==> src/rtl/core/assert_macros.svh <==
// ----------------------------------------------------------------------------
// assert_macros.svh
// Assertion macros shared by the core RTL. Both expect clk and rst_n in scope.
// ----------------------------------------------------------------------------
`ifndef ASSERT_MACROS_SVH
`define ASSERT_MACROS_SVH

`ifndef NO_ASSERTIONS

// Same-cycle implication, disabled during reset.
`define ASSERT_IMPL(label, ante, cons) \
  label: assert property (@(posedge clk) disable iff (!rst_n) (ante) |-> (cons)) \
    else $error("assertion failed");

// Next-cycle implication, disabled during reset.
`define ASSERT_NEXT(label, ante, cons) \
  label: assert property (@(posedge clk) disable iff (!rst_n) (ante) |=> (cons)) \
    else $error("assertion failed");

`else

`define ASSERT_IMPL(label, ante, cons)
`define ASSERT_NEXT(label, ante, cons)

`endif

`endif

==> src/rtl/core/lbbs_pkg.sv <==
// ----------------------------------------------------------------------------
// lbbs_pkg
// Shared types and constants of the LED / buzzer blink sequencer.
// ----------------------------------------------------------------------------
package lbbs_pkg;

  localparam int COUNT_WIDTH_DEF = 8;

  localparam int IN_TDATA_W  = 32;
  localparam int IN_TUSER_W  = 3;
  localparam int OUT_TDATA_W = 8;

  // command codes
  localparam logic [1:0] CMD_TICK    = 2'd0;
  localparam logic [1:0] CMD_START   = 2'd1;
  localparam logic [1:0] CMD_SET_ON  = 2'd2;
  localparam logic [1:0] CMD_SET_OFF = 2'd3;

  // per-channel request for one item
  typedef struct packed {
    logic tick;
    logic start;
  } lbbs_req_t;

  // pin drive event raised by a phase change
  typedef struct packed {
    logic drive;
    logic on;
  } lbbs_drv_t;

endpackage

==> src/rtl/core/lbbs_chan.sv <==
// ----------------------------------------------------------------------------
// lbbs_chan
// One blink channel: phase, tick counter, cycle counter and latched lengths.
// ----------------------------------------------------------------------------
`include "assert_macros.svh"

module lbbs_chan #(
  parameter int COUNT_WIDTH = lbbs_pkg::COUNT_WIDTH_DEF
) (
  input  logic                   clk,
  input  logic                   rst_n,
  input  lbbs_pkg::lbbs_req_t    req,
  input  logic [COUNT_WIDTH-1:0] delay_len,
  input  logic [COUNT_WIDTH-1:0] count_len,
  input  logic [COUNT_WIDTH-1:0] on_len,
  input  logic [COUNT_WIDTH-1:0] off_len,
  output lbbs_pkg::lbbs_drv_t    drv,
  output logic                   busy_nxt
);
  import lbbs_pkg::*;

  localparam logic [1:0] PH_IDLE  = 2'd0;
  localparam logic [1:0] PH_DELAY = 2'd1;
  localparam logic [1:0] PH_ON    = 2'd2;
  localparam logic [1:0] PH_OFF   = 2'd3;

  localparam logic [COUNT_WIDTH-1:0] ONE  = COUNT_WIDTH'(1);
  localparam logic [COUNT_WIDTH-1:0] ZERO = '0;

  logic [1:0]             phase_r,  phase_nxt;
  logic [COUNT_WIDTH-1:0] ticks_r,  ticks_nxt;
  logic [COUNT_WIDTH-1:0] cycles_r, cycles_nxt;
  logic [COUNT_WIDTH-1:0] on_r,     on_nxt;
  logic [COUNT_WIDTH-1:0] off_r,    off_nxt;
  logic [COUNT_WIDTH-1:0] cyc_dec;

  always_comb begin
    phase_nxt  = phase_r;
    ticks_nxt  = ticks_r;
    cycles_nxt = cycles_r;
    on_nxt     = on_r;
    off_nxt    = off_r;
    drv        = '0;
    cyc_dec    = (cycles_r != ZERO) ? cycles_r - ONE : ZERO;
    if (req.start) begin
      phase_nxt  = PH_DELAY;
      ticks_nxt  = (delay_len == ZERO) ? ONE : delay_len;
      cycles_nxt = count_len;
      on_nxt     = on_len;
      off_nxt    = off_len;
    end else if (req.tick && phase_r != PH_IDLE) begin
      if (ticks_r > ONE) begin
        ticks_nxt = ticks_r - ONE;
      end else if (phase_r == PH_ON) begin
        drv.drive  = 1'b1;
        drv.on     = 1'b0;
        cycles_nxt = cyc_dec;
        if (cyc_dec == ZERO) begin
          phase_nxt = PH_IDLE;
          ticks_nxt = ZERO;
        end else begin
          phase_nxt = PH_OFF;
          ticks_nxt = (off_r == ZERO) ? ONE : off_r;
        end
      end else begin
        // delay or off phase over: light up
        drv.drive = 1'b1;
        drv.on    = 1'b1;
        phase_nxt = PH_ON;
        ticks_nxt = (on_r == ZERO) ? ONE : on_r;
      end
    end
  end

  assign busy_nxt = (phase_nxt != PH_IDLE);

  always_ff @(posedge clk) begin
    if (!rst_n) begin
      phase_r  <= PH_IDLE;
      ticks_r  <= '0;
      cycles_r <= '0;
      on_r     <= '0;
      off_r    <= '0;
    end else begin
      phase_r  <= phase_nxt;
      ticks_r  <= ticks_nxt;
      cycles_r <= cycles_nxt;
      on_r     <= on_nxt;
      off_r    <= off_nxt;
    end
  end

  `ASSERT_IMPL(a_idle_no_ticks, phase_r == PH_IDLE, ticks_r == ZERO)
  `ASSERT_IMPL(a_run_has_ticks, phase_r != PH_IDLE, ticks_r != ZERO && cycles_r != ZERO)
  `ASSERT_NEXT(a_start_delay, req.start, phase_r == PH_DELAY)

endmodule

==> src/rtl/core/led_buzzer_blink_sequencer_core.sv <==
// ----------------------------------------------------------------------------
// led_buzzer_blink_sequencer_core
// Two-channel blink sequencer: active-high LED and active-low buzzer.
// ----------------------------------------------------------------------------
//  channel  dir  ports                               item
//  in       in   in_tvalid/in_tready/in_tdata/in_tuser  one command or tick
//  out      out  out_tvalid/out_tready/out_tdata     pin levels and busy flags
//
//  One item per clock unless output stalls; items pass the input register, then
//  the result register. State for both channels updates in the cycle an item
//  leaves the input register, so the next item sees it at once.
//  Synchronous active-low reset: both channels idle, LED off, buzzer silent.
//  A stalled output holds its item; the input register keeps taking items
//  whenever it is empty or moving on.
// ----------------------------------------------------------------------------
`include "assert_macros.svh"

module led_buzzer_blink_sequencer_core #(
  parameter int COUNT_WIDTH = lbbs_pkg::COUNT_WIDTH_DEF
) (
  input  logic                             clk,
  input  logic                             rst_n,
  input  logic                             in_tvalid,
  output logic                             in_tready,
  // [7:0] start_delay, [15:8] repeat_count, [23:16] on_ticks, [31:24] off_ticks
  input  logic [lbbs_pkg::IN_TDATA_W-1:0]  in_tdata,
  // [1:0] cmd, [2] channel
  input  logic [lbbs_pkg::IN_TUSER_W-1:0]  in_tuser,
  output logic                             out_tvalid,
  input  logic                             out_tready,
  // [0] led_pin, [1] buzzer_pin, [2] led_busy, [3] buzzer_busy, [7:4] zero
  output logic [lbbs_pkg::OUT_TDATA_W-1:0] out_tdata
);
  import lbbs_pkg::*;

  // counter loads saturate at the counter maximum when it is under 8 bits
  localparam int LW = (COUNT_WIDTH > 8) ? COUNT_WIDTH : 8;
  localparam logic [LW-1:0] SAT_MAX = LW'((64'd1 << COUNT_WIDTH) - 64'd1);

  function automatic logic [COUNT_WIDTH-1:0] sat_cnt(input logic [7:0] v);
    logic [LW-1:0] x;
    x = LW'(v);
    return COUNT_WIDTH'((x > SAT_MAX) ? SAT_MAX : x);
  endfunction

  // input register
  logic       in_vld_r;
  logic [1:0] cmd_r;
  logic       chan_r;
  logic [7:0] delay_r, count_r, on_r, off_r;

  // result register
  logic                   out_vld_r;
  logic [OUT_TDATA_W-1:0] out_data_r;

  // shared pin levels
  logic led_r, led_nxt;
  logic buz_r, buz_nxt;

  logic out_adv, proc;
  logic [COUNT_WIDTH-1:0] delay_s, count_s, on_s, off_s;

  lbbs_req_t req   [2];
  lbbs_drv_t drv   [2];
  logic      busy_n[2];

  assign out_adv   = !out_vld_r || out_tready;
  assign proc      = in_vld_r && out_adv;   // item applied this cycle
  assign in_tready = !in_vld_r || out_adv;

  assign delay_s = sat_cnt(delay_r);
  assign count_s = sat_cnt(count_r);
  assign on_s    = sat_cnt(on_r);
  assign off_s   = sat_cnt(off_r);

  always_ff @(posedge clk) begin
    if (!rst_n) begin
      in_vld_r <= 1'b0;
    end else if (in_tready) begin
      in_vld_r <= in_tvalid;
    end
  end

  always_ff @(posedge clk) begin
    if (in_tvalid && in_tready) begin
      cmd_r   <= in_tuser[1:0];
      chan_r  <= in_tuser[2];
      delay_r <= in_tdata[7:0];
      count_r <= in_tdata[15:8];
      on_r    <= in_tdata[23:16];
      off_r   <= in_tdata[31:24];
    end
  end

  // per-channel requests; a zero count start is dropped here
  always_comb begin
    for (int c = 0; c < 2; c++) begin
      req[c].tick  = proc && (cmd_r == CMD_TICK);
      req[c].start = proc && (cmd_r == CMD_START) && (chan_r == 1'(c)) &&
                     (count_s != '0);
    end
  end

  lbbs_chan #(.COUNT_WIDTH(COUNT_WIDTH)) u_led_chan (
    .clk       (clk),
    .rst_n     (rst_n),
    .req       (req[0]),
    .delay_len (delay_s),
    .count_len (count_s),
    .on_len    (on_s),
    .off_len   (off_s),
    .drv       (drv[0]),
    .busy_nxt  (busy_n[0])
  );

  lbbs_chan #(.COUNT_WIDTH(COUNT_WIDTH)) u_buz_chan (
    .clk       (clk),
    .rst_n     (rst_n),
    .req       (req[1]),
    .delay_len (delay_s),
    .count_len (count_s),
    .on_len    (on_s),
    .off_len   (off_s),
    .drv       (drv[1]),
    .busy_nxt  (busy_n[1])
  );

  // pin levels: phase changes on ticks, direct set on set commands
  always_comb begin
    led_nxt = led_r;
    buz_nxt = buz_r;
    if (drv[0].drive) begin
      led_nxt = drv[0].on;
    end
    if (drv[1].drive) begin
      buz_nxt = !drv[1].on;   // buzzer is active low
    end
    if (proc && (cmd_r == CMD_SET_ON || cmd_r == CMD_SET_OFF)) begin
      if (!chan_r) begin
        led_nxt = (cmd_r == CMD_SET_ON);
      end else begin
        buz_nxt = (cmd_r != CMD_SET_ON);
      end
    end
  end

  always_ff @(posedge clk) begin
    if (!rst_n) begin
      led_r     <= 1'b0;
      buz_r     <= 1'b1;
      out_vld_r <= 1'b0;
    end else begin
      led_r <= led_nxt;
      buz_r <= buz_nxt;
      if (out_adv) begin
        out_vld_r <= in_vld_r;
      end
    end
  end

  always_ff @(posedge clk) begin
    if (proc) begin
      out_data_r <= {(OUT_TDATA_W - 4)'(0), busy_n[1], busy_n[0], buz_nxt, led_nxt};
    end
  end

  assign out_tvalid = out_vld_r;
  assign out_tdata  = out_data_r;

endmodule
==> config.mk <==
export PLATFORM = sky130hd
export DESIGN_NAME = led_buzzer_blink_sequencer_core
export DESIGN_NICKNAME = d
export VERILOG_FILES = /design/src/rtl/core/lbbs_pkg.sv /design/src/rtl/core/lbbs_chan.sv /design/src/rtl/core/led_buzzer_blink_sequencer_core.sv
export VERILOG_INCLUDE_DIRS = /design/src /design/src/rtl/core
export SDC_FILE = /design/constraint.sdc
export NUM_CORES = 1
export LEC_CHECK = 0
export ABC_AREA = 0
export BUFFER_PORTS_ARGS = -buffer_cell sky130_fd_sc_hd__buf_2
export CAP_MARGIN = 15
export CORE_ASPECT_RATIO = 0.6
export CORE_MARGIN = 2
export CORE_UTILIZATION = 50
export CTS_BUF_LIST = sky130_fd_sc_hd__clkbuf_4 sky130_fd_sc_hd__clkbuf_8
export DETAILED_ROUTE_END_ITERATION = 6
export GPL_ROUTABILITY_DRIVEN = 0
export GPL_TIMING_DRIVEN = 0
export PLACE_DENSITY_LB_ADDON = 0.2
export REMOVE_ABC_BUFFERS = 1
export SETUP_SLACK_MARGIN = 0.1
export SLEW_MARGIN = 20
export SYNTH_ARGS = -nofsm -noshare
export SYNTH_HDL_FRONTEND = slang
export SYNTH_SLANG_ARGS = --single-unit
==> constraint.sdc <==
create_clock -name clk -period 3 [get_ports clk]
set_input_delay 0.75 -clock clk [delete_from_list [all_inputs] [get_ports clk]]
set_output_delay 0.75 -clock clk [all_outputs]
set_load 0.02 [all_outputs]
* Word-level counts from Yosys, hierarchy flattened
Index checks and enable logic that the tools add are counted.
** Cells by class
- Div/mod/pow operators :: 0
- Order comparisons :: 6
- $mul :: 0
- Add/subtract/negate cells :: 4
- Equal/unequal tests :: 8
- Reductions and logical operators :: 38
- Mux-type cells :: 53
- Bitwise operators :: 1
- Shifts and indexed selects :: 0
** Operators with widths (count)
- $mux 8 :: 29
- $logic_not 8->1 :: 7
- $gt 8x8->1 const B :: 4
- $mux 2 :: 16
- $sub 8x1->8 const B :: 4
- $reduce_bool 8->1 :: 3
- $gt 8x1->1 const B :: 2
- $reduce_bool 2->1 :: 8
- $logic_and 1x1->1 :: 11
- $eq 2x2->1 const B :: 4
- $mux 1 :: 8
- $ne 2x2->1 const B :: 3
- $reduce_and 3->1 :: 2
- $logic_not 1->1 :: 3
- $logic_or 1x1->1 :: 3
- $eq 2x1->1 const B :: 1
- $logic_not 2->1 :: 1
- $not 1->1 :: 1
** Word-level totals
- Memory bits (writable) :: 0
- Register bits :: 111
- Logic and storage cells :: 131
- Memories :: 0
- Bits in read-only memories :: 0
- Latch bits :: 0
- Bits of input ports :: 39

* Depth between registers and ports, before layout
Gate-level depths: netlist of the first run.
- Word-level depth :: 11
- Depth in mapped cells :: 9

* Modules after synthesis
Synthesis of the first run repeated with hierarchy kept, for this count alone.
** Second synthesis, totals
- Cell total of the unflattened synthesis :: 561
- Area, all modules :: 5445.2 sq um
** By module, submodules not included
- lbbs_chan :: sequential area each 680.7 sq um, area an instance 1974.4 sq um, cells each 241, times used 2
- led_buzzer_blink_sequencer_core :: sequential area each 1251.2 sq um, area an instance 1496.4 sq um, cells each 79, times used 1

* Least setup slack after synthesis of the first run
No wires, ideal clock.
- Kind :: flip-flop to flip-flop
- Start :: register u_led_chan.ticks_r[2]
- End :: register u_led_chan.cycles_r[3]
- Setup slack :: 0.464 ns
- Data arrival time :: 2.445 ns
- Library setup time :: 0.091 ns
- Clock period less this slack :: 2.536 ns
- Stages on the path, launching flop included :: 7
- Required time :: 2.909 ns
- Path buffers :: 1
- Path through :: dfxtp_1 -> or4_1 -> buf_2 -> or3_1 -> or3_1 -> or4_1 -> a311oi_1
** Between the ends
- Longest elaborated chain between the ends :: 3
** Ends and longest elaborated chain
- start, declared :: RTL line lbbs_chan.sv:31 : logic [COUNT_WIDTH-1:0] ticks_r, ticks_nxt;
- start signal, assigned :: RTL line lbbs_chan.sv:86 : ticks_r <= ticks_nxt;
- $gt 8x1->1 :: RTL line lbbs_chan.sv:52 : if (ticks_r > ONE) begin
- $ne 2x2->1 (no source line)
- $reduce_and 3->1 (no source line)
- end signal, assigned :: RTL line lbbs_chan.sv:87 : cycles_r <= cycles_nxt;
- end, declared :: RTL line lbbs_chan.sv:32 : logic [COUNT_WIDTH-1:0] cycles_r, cycles_nxt;
Every way passes these cells.
A chain may end at the register's enable or synchronous reset.

* Worst setup path in the final report of the first run
- Start :: register count_r[1]
- End :: register u_buz_chan.ticks_r[5]
** Between the ends
- Longest elaborated chain between the ends :: 5
- Elaborated cells on any way between the ends :: 6
- Those cells by class :: order compare: 1; mux: 2; reduce/logical: 3
** Ends and longest elaborated chain
- start, declared :: RTL line led_buzzer_blink_sequencer_core.sv:50 : logic [7:0] delay_r, count_r, on_r, off_r;
- start signal, assigned :: RTL line led_buzzer_blink_sequencer_core.sv:89 : count_r <= in_tdata[15:8];
- $gt 8x8->1 :: RTL line led_buzzer_blink_sequencer_core.sv:43 : return COUNT_WIDTH'((x > SAT_MAX) ? SAT_MAX : x);
- $mux 8 * :: RTL line led_buzzer_blink_sequencer_core.sv:43
- $reduce_bool 8->1 * :: RTL line led_buzzer_blink_sequencer_core.sv:100 : (count_s != '0);
- $logic_and 1x1->1 * :: RTL line led_buzzer_blink_sequencer_core.sv:99 : req[c].start = proc && (cmd_r == CMD_START) && (chan_r == 1'(c)) &&
- $mux 8 or $reduce_bool 2->1 (tied branches)
- end signal, assigned :: RTL line lbbs_chan.sv:86
- end, declared :: RTL line lbbs_chan.sv:31
Mark *: on every way between the ends. The rest lies on a longest branch, timed or not.

==> results of run 1 <==
-- synth_stat cells, types with 3 or more instances --
| cell type | n |
|---|---|
| sky130_fd_sc_hd__nor2b_1 | 3 |
| sky130_fd_sc_hd__edfxtp_1 | 39 |
| sky130_fd_sc_hd__nand2b_1 | 8 |
| sky130_fd_sc_hd__nor3_1 | 29 |
| sky130_fd_sc_hd__and3_1 | 3 |
| sky130_fd_sc_hd__nor3b_1 | 7 |
| sky130_fd_sc_hd__nand2_1 | 97 |
| sky130_fd_sc_hd__a32oi_1 | 3 |
| sky130_fd_sc_hd__a31oi_1 | 11 |
| sky130_fd_sc_hd__or2_2 | 4 |
| sky130_fd_sc_hd__xor2_1 | 4 |
| sky130_fd_sc_hd__o221ai_1 | 6 |
| sky130_fd_sc_hd__or4_1 | 12 |
| sky130_fd_sc_hd__mux2i_1 | 6 |
| sky130_fd_sc_hd__o22ai_1 | 8 |
| sky130_fd_sc_hd__nand3_1 | 14 |
| sky130_fd_sc_hd__dfxtp_1 | 72 |
| sky130_fd_sc_hd__xnor2_1 | 5 |
| sky130_fd_sc_hd__nor4_1 | 16 |
| sky130_fd_sc_hd__nor2_1 | 40 |
| sky130_fd_sc_hd__a2bb2oi_1 | 3 |
| sky130_fd_sc_hd__a221oi_1 | 5 |
| sky130_fd_sc_hd__buf_4 | 4 |
| sky130_fd_sc_hd__nand4_1 | 8 |
| sky130_fd_sc_hd__inv_1 | 15 |
| sky130_fd_sc_hd__clkbuf_1 | 39 |
| sky130_fd_sc_hd__o21ai_0 | 27 |
| sky130_fd_sc_hd__o211ai_1 | 5 |
| sky130_fd_sc_hd__o31ai_1 | 3 |
| sky130_fd_sc_hd__o21bai_1 | 3 |
| sky130_fd_sc_hd__a21oi_1 | 52 |
| sky130_fd_sc_hd__or3_1 | 8 |
| sky130_fd_sc_hd__and2_1 | 6 |
| sky130_fd_sc_hd__mux2_2 | 4 |
| sky130_fd_sc_hd__ha_1 | 8 |
| sky130_fd_sc_hd__a311oi_1 | 3 |
-- worst register-to-register path: stages, from the launching register on --
cell	delay, ps
sky130_fd_sc_hd__edfxtp_1	480
sky130_fd_sc_hd__or4_1	560
sky130_fd_sc_hd__nor2_2	570
sky130_fd_sc_hd__or2_2	740
sky130_fd_sc_hd__a31oi_1	220
sky130_fd_sc_hd__o211ai_1	240
-- final cells by class --
class                      count  area (sq um)  area share (%)
timing repair buffer          50           303            5.04
inverter                      15          56.3           0.937
sequential                   111          2610            43.5
clock buffer                   9           124            2.06
tap                          139           174            2.89
clock inverter                 7           115            1.92
multi-input combinational    447          2620            43.7
-- layer usage --
metal | track usage [%] | part of all wire, %
met5 | 0 | 0
met4 | 5.38 | 0.76
met3 | 5.19 | 7.3
met2 | 35.1 | 41
met1 | 39.4 | 51
-- registers in the layout, indices dropped and copies added, names as in the netlist --
| name | count |
|---|---|
| out_tvalid | 1 |
| in_vld_r | 1 |
| out_tdata | 4 |
| u_buz_chan.cycles_r | 8 |
| u_led_chan.ticks_r | 8 |
| u_buz_chan.off_r | 8 |
| led_r | 1 |
| delay_r | 8 |
| u_led_chan.off_r | 8 |
| cmd_r | 2 |
| buz_r | 1 |
| u_led_chan.cycles_r | 8 |
| off_r | 8 |
| u_led_chan.on_r | 8 |
| chan_r | 1 |
| count_r | 8 |
| u_buz_chan.on_r | 8 |
| u_buz_chan.ticks_r | 8 |
| u_buz_chan.phase_r | 2 |
| on_r | 8 |
| u_led_chan.phase_r | 2 |
-- cell families after synthesis --
| group | share of synthesized area, % |
|---|---|
| AOI/OAI and AO/OA | 18.4 |
| muxes | 1.94 |
| buffers and inverters | 4.39 |
| xor gates and xnor gates | 1.46 |
| other | 0.0692 |
| and+or+nand+nor | 23.7 |
| DFF | 48.2 |
| adders and majority gates | 1.85 |
-- placed cells by master, fill, tap and decap left out, types with 4 or more instances in the layout --
| cell type | n |
|---|---|
| sky130_fd_sc_hd__o221ai_1 | 6 |
| sky130_fd_sc_hd__nand2b_1 | 8 |
| sky130_fd_sc_hd__mux2i_1 | 6 |
| sky130_fd_sc_hd__o21ai_0 | 27 |
| sky130_fd_sc_hd__or4_1 | 11 |
| sky130_fd_sc_hd__clkinv_8 | 4 |
| sky130_fd_sc_hd__clkbuf_8 | 9 |
| sky130_fd_sc_hd__xnor2_1 | 5 |
| sky130_fd_sc_hd__inv_1 | 14 |
| sky130_fd_sc_hd__nand2_1 | 97 |
| sky130_fd_sc_hd__conb_1 | 4 |
| sky130_fd_sc_hd__buf_2 | 45 |
| sky130_fd_sc_hd__nand3_1 | 14 |
| sky130_fd_sc_hd__or2_2 | 4 |
| sky130_fd_sc_hd__o211ai_1 | 5 |
| sky130_fd_sc_hd__nand4_1 | 8 |
| sky130_fd_sc_hd__dfxtp_1 | 72 |
| sky130_fd_sc_hd__nor3b_1 | 7 |
| sky130_fd_sc_hd__edfxtp_1 | 39 |
| sky130_fd_sc_hd__nor4_1 | 15 |
| sky130_fd_sc_hd__nor3_1 | 28 |
| sky130_fd_sc_hd__o22ai_1 | 8 |
| sky130_fd_sc_hd__ha_1 | 8 |
| sky130_fd_sc_hd__mux2_2 | 4 |
| sky130_fd_sc_hd__xor2_1 | 4 |
| sky130_fd_sc_hd__and2_1 | 5 |
| sky130_fd_sc_hd__a221oi_1 | 5 |
| sky130_fd_sc_hd__a31oi_1 | 11 |
| sky130_fd_sc_hd__or3_1 | 5 |
| sky130_fd_sc_hd__a21oi_1 | 52 |
| sky130_fd_sc_hd__nor2_1 | 37 |
-- power breakdown --
group | internal [mW] | switching, mW
registers | 1.61 | 0.0464
clock network | 0.423 | 0.591
logic | 0.110 | 0.171
-- stage by stage --
step	cells	TNS, ps	worst slack (ps)	total power, mW
final	778	0	127	2.95
after global routing	778	-27.7	-16.6	3.06
after CTS	778	0	128	2.96
after detailed placement	762	-500	-104	1.96
after global placement	756	-17070	-562	1.94
after floorplan	573	0	189	1.84
-- final timing paths --
path / startpoint / to / slack, ps / cells past startpoint
worst max-delay path: count_r[1] / u_buz_chan.ticks_r[5] / 130 / 5
worst min-delay path: u_led_chan.on_r[0] / u_led_chan.on_r[0] / 490 / 2
worst max register to register: count_r[1] / u_buz_chan.ticks_r[5] / 130 / 5
worst min register to register: u_led_chan.on_r[0] / u_led_chan.on_r[0] / 490 / 2
==> qor.yml, run 1 <==
fin_skew_ps: 12.6
die-width_microns: 138
grt_pass1_vias: 4288
leading_cell_types_by_total_area_after_synthesis: "sky130_fd_sc_hd__dfxtp_1 27%, sky130_fd_sc_hd__edfxtp_1 22%, sky130_fd_sc_hd__nand2_1 6.7%"
count_of_routing_violations_after_the_opening_detailed_route_iteration: 482
cpPeakStageDelay_ps: 730
critical_path_arrival_ps: 3200
clkTransAtPathRegs_ps: 120
tritoncts_clock_tree: "yes"
port_buffers: 44
cts_hold_repair.buffers: 0
unrepaired_setup_endpoints_after_global_routing: "yes"
cts.sinks: 111
post-cts-setup-buffers: 0
critPathCaptureType: "register"
placed_area_sq_mm: 0.00574
ys_ff_latch: 111
synth-main-ff-cell: "sky130_fd_sc_hd__dfxtp_1"
antenna_found_initial: 0
synth_area_per_cell_sq_um: 8.82
cts_made_buffers: 9
mappedNetlistArea_sq_mm: 0.00542
track_usage_pct: 25.0
num-fill-cells: 941
dpl.hpwl_microns: 10100
route.vias.total: 4814
n_antenna_cell: 0
drt_wl_total_microns: 14300
final.min_clock_period_ps: 2870
grt_remaining_overflow: 0
finalSetupViolCount: 0
htreeDepth: 3
max_cap_violations: 0
cell_chosen_for_the_clock_root: "sky130_fd_sc_hd__clkbuf_8"
worstPathMaxFanout: 33
layout-drive-gt1-share_pct: 13.6
wl_per_cell_microns: 18.4
yosysSeqAreaShare_pct: 48.2
finish.utilization_pct: 56.9
fmaxAchievable_mhz: 348
min_path_type: "register to register"
critPathSlowestCell: "sky130_fd_sc_hd__or2_2"
clock_insertion_delay_worst_skew_ps: 400
die_h_microns: 84.6
count_of_synthesis_stage_warnings_from_yosys: 0
synth_edf_count: 39
final_design_area_excluding_fillers_sq_mm: 0.00601
design.final.nets: 681
synth_area_leader_cell: "sky130_fd_sc_hd__dfxtp_1"
cp_top_family: "simple AND/OR/NAND/NOR gates"
floorplan.rows: 29
power.ir.vdd_worst_mv: 0.264
timing.final.crit_share_pct: 95.8
drtAntennaViolNets: 0
worst_hold_slack_ps: 487
critical_path.n_buffers_inverters: 0
syn-instance-count: 614
cellPowerDensity_mw_per_mm2: 491
finalMaxSlewViolations: 0
max-clock-path-buffers: 2
path_cells: "or4_1 -> nor2_2 -> or2_2 -> a31oi_1 -> o211ai_1"
post-synth-top-area-fraction_pct: 26.6
largest_net_degree_at_the_start_of_global_routing: 37
drc_errors: 0
die_area_sq_mm: 0.0117
effective_utilization_at_floorplan_pct: 51.3
yosysUniqueCellTypes: 60
worst_path_required_ps: 3320
max_slew_headroom_pct: 24.2
setup.worst_path.class: "register to register"
avgViaCountPerCell: 6.19
worst-slew-pin-transition_ps: 1140
design.portCount: 49
syn2layout_area_growth_pct: 10.9
first_pass_iters: 7
report.final.hold_viol_count: 0
core_region_area_sq_mm: 0.0106
synthArstFlopShare_pct: 0
grt_pass1_wl_microns: 23200
startpoint_kind_of_the_worst_setup_timing_path: "register"
run_status: "finished clean"
static-leakage-power_nw: 2.22
cts_repair_resize_count: 3
(Power assumes the default switching activity.)
==> run 2: changes to the inputs <==
==> constraint.sdc (replaced) <==
create_clock -name clk -period 2.51 [get_ports clk]
set_input_delay 0.6275 -clock clk [delete_from_list [all_inputs] [get_ports clk]]
set_output_delay 0.6275 -clock clk [all_outputs]
set_load 0.02 [all_outputs]
==> qor.yml, run 2 (synthesis gave the netlist of run 1 again) <==
cts_hold_repair.buffers: 0  # unchanged
clock_insertion_delay_worst_skew_ps: 400  # about the same
violations: "negative setup slack"
drtAntennaViolNets: 0  # unchanged
design.portCount: 49  # unchanged
min_path_type: "input pin to register"
count_of_routing_violations_after_the_opening_detailed_route_iteration: 460  # -4.6%
first_pass_iters: 5  # -2
startpoint_kind_of_the_worst_setup_timing_path: "register"
final-seq-area_sq_mm: 0.00262  # +0.29%
wl_per_cell_microns: 18.9  # +2.9%
grt_pass1_vias: 4357  # +1.6%
unrepaired_setup_endpoints_after_global_routing: "yes"
cellPowerDensity_mw_per_mm2: 570  # +16%
p_clk_share_pct: 34.2  # -0.2 points
report.final.hold_viol_count: 0  # unchanged
cpPeakStageDelay_ps: 540  # -190 ps
grt_remaining_overflow: 0  # unchanged
cell_internal_pwr_mw: 2.57  # +20%
max_cap_violations: 0  # unchanged
static-leakage-power_nw: 2.30  # +3.8%
critical_path.n_buffers_inverters: 0  # unchanged
drt_wl_total_microns: 15000  # +4.7%
die_h_microns: 84.6  # unchanged
setup-tns-final_ps: -29.2  # -29.2 ps
port_buffers: 44  # unchanged
clkTransAtPathRegs_ps: 120  # about the same
cell_chosen_for_the_clock_root: "sky130_fd_sc_hd__clkbuf_8"
core_region_area_sq_mm: 0.0106  # unchanged
tritoncts_clock_tree: "yes"
layout-drive-gt1-share_pct: 18.1  # +4.5 points
route.vias.total: 4939  # +2.6%
htreeDepth: 3  # unchanged
num-fill-cells: 925  # -1.7%
worst_hold_slack_ps: 394  # -93.5 ps
track_usage_pct: 25.4  # +0.37 points
timing.final.crit_share_pct: 101  # +5.4 points
die-width_microns: 138  # unchanged
die_area_sq_mm: 0.0117  # unchanged
max_slew_headroom_pct: 43.1  # +19 points
fin_skew_ps: 13.0  # +0.414 ps
largest_net_degree_at_the_start_of_global_routing: 37  # unchanged
path_cells: "or4_4 -> or3_4 -> or3_4 -> or4_4 -> a311oi_2"
total_switching_power_uw: 983  # +21%
layout.cells.most_common: "sky130_fd_sc_hd__nand2_1"
swShare_pct: 27.7  # +0.23 points
syn2layout_area_growth_pct: 15.2
design.final.nets: 695  # +2.1%
run_status: "complete, but fails checks"
floorplan.rows: 29  # unchanged
setup.worst_path.class: "register to register"
worst_path_required_ps: 2820  # -500 ps
critPathSlowestCell: "sky130_fd_sc_hd__or4_4"
total_power_mw: 3.55  # +20%
p_comb_share_pct: 10.2  # +0.7 points
worstPathMaxFanout: 4  # -88%
worst-slew-pin-transition_ps: 850  # -286 ps
cts.sinks: 111  # unchanged
power.ir.vdd_worst_mv: 0.318  # +21%
cts_made_buffers: 9  # unchanged
grt_pass1_wl_microns: 23500  # +1.4%
drc_errors: 0  # unchanged
p_seq_share_pct: 55.6  # -0.5 points
finalSetupViolCount: 1  # +1
n_antenna_cell: 0  # unchanged
final_cell_mix: "97 x sky130_fd_sc_hd__nand2_1, 68 x sky130_fd_sc_hd__dfxtp_1, 52 x sky130_fd_sc_hd__a21oi_1"
multi_input_comb_area_sq_mm: 0.00275  # +4.6%
effective_utilization_at_floorplan_pct: 51.3  # unchanged
finalMaxSlewViolations: 0  # unchanged
critPathCaptureType: "register"
fmaxAchievable_mhz: 394  # +13%
cp_top_family: "simple AND/OR/NAND/NOR gates"
final.min_clock_period_ps: 2540  # -334 ps
critical_path_arrival_ps: 2850  # -350 ps
max-clock-path-buffers: 2  # unchanged
avgViaCountPerCell: 6.24  # +0.78%
dpl.hpwl_microns: 10100  # unchanged
antenna_found_initial: 0  # unchanged
finalWorstSetupSlack_ps: -29.2  # -156 ps
[run 2: through the flow]
stage / cell area (sq um) / setup slack [ps] / utilization (%) / instances
floorplan: 5250 / -301 / - / 573
global placement: 5640 / -945 / 53.4 / 756
detailed placement: 5740 / -594 / 54.4 / 762
CTS: 6100 / -8.02 / 57.8 / 784
global route: 6240 / -67.3 / 59.1 / 792
finish: 6240 / -29.2 / 59.1 / 792
[run 2: path summary, 6_finish.rpt]
path | start | endpoint | slack (ps) | depth (start not counted)
setup / recovery | u_led_chan.ticks_r[5] | u_led_chan.cycles_r[3] | -30 | 5
hold / removal | in_tdata[0] | delay_r[0] | 390 | 1
setup reg to reg | u_led_chan.ticks_r[5] | u_led_chan.cycles_r[3] | -30 | 5
hold reg to reg | u_led_chan.on_r[0] | u_led_chan.on_r[0] | 490 | 2
[run 2: layer usage]
layer	vias up	global-route usage (%)	wire (microns)	share of wire, %
met5	-	0	0	0
met4	0	6.49	147	0.98
met3	17	5.25	1470	9.8
met2	249	35.6	6160	41
met1	2341	39.7	7200	48
li1	2332	-	-	-
[run 2: repair_timing]
action                                 CTS  global route
gates cloned                             0             2
setup endpoints to repair               72            43
endpoints found under the hold margin    0             0
setup buffers                            6             6
gates resized for setup                 21            12
pin swaps                                8             7
[run 2: worst register-to-register path: cells and delay by family (launching register included)]
| kind | cells | cell delay, ps |
|---|---|---|
| compound gates | 1 | 290 |
| flops | 1 | 360 |
| simple gates | 4 | 1810 |
[run 2: layout make-up]
type | count | area share [%]
clock buffer | 9 | 1.99
multi-input combinational | 449 | 44.0
inverter | 15 | 0.903
sequential | 111 | 42.0
tap | 139 | 2.79
clock inverter | 7 | 1.85
timing repair buffer | 62 | 6.46
[run 2: power by group through the flow]
| stage | Combinational, mW | Sequential, mW | Clock [mW] |
|---|---|---|---|
| final | 0.361 | 1.98 | 1.21 |
| after global routing | 0.397 | 1.98 | 1.30 |
| after CTS | 0.343 | 1.97 | 1.24 |
| after detailed placement | 0.327 | 2.01 | 0 |
| after global placement | 0.300 | 2.01 | 0 |
| after floorplan | 0.203 | 2.00 | 0 |
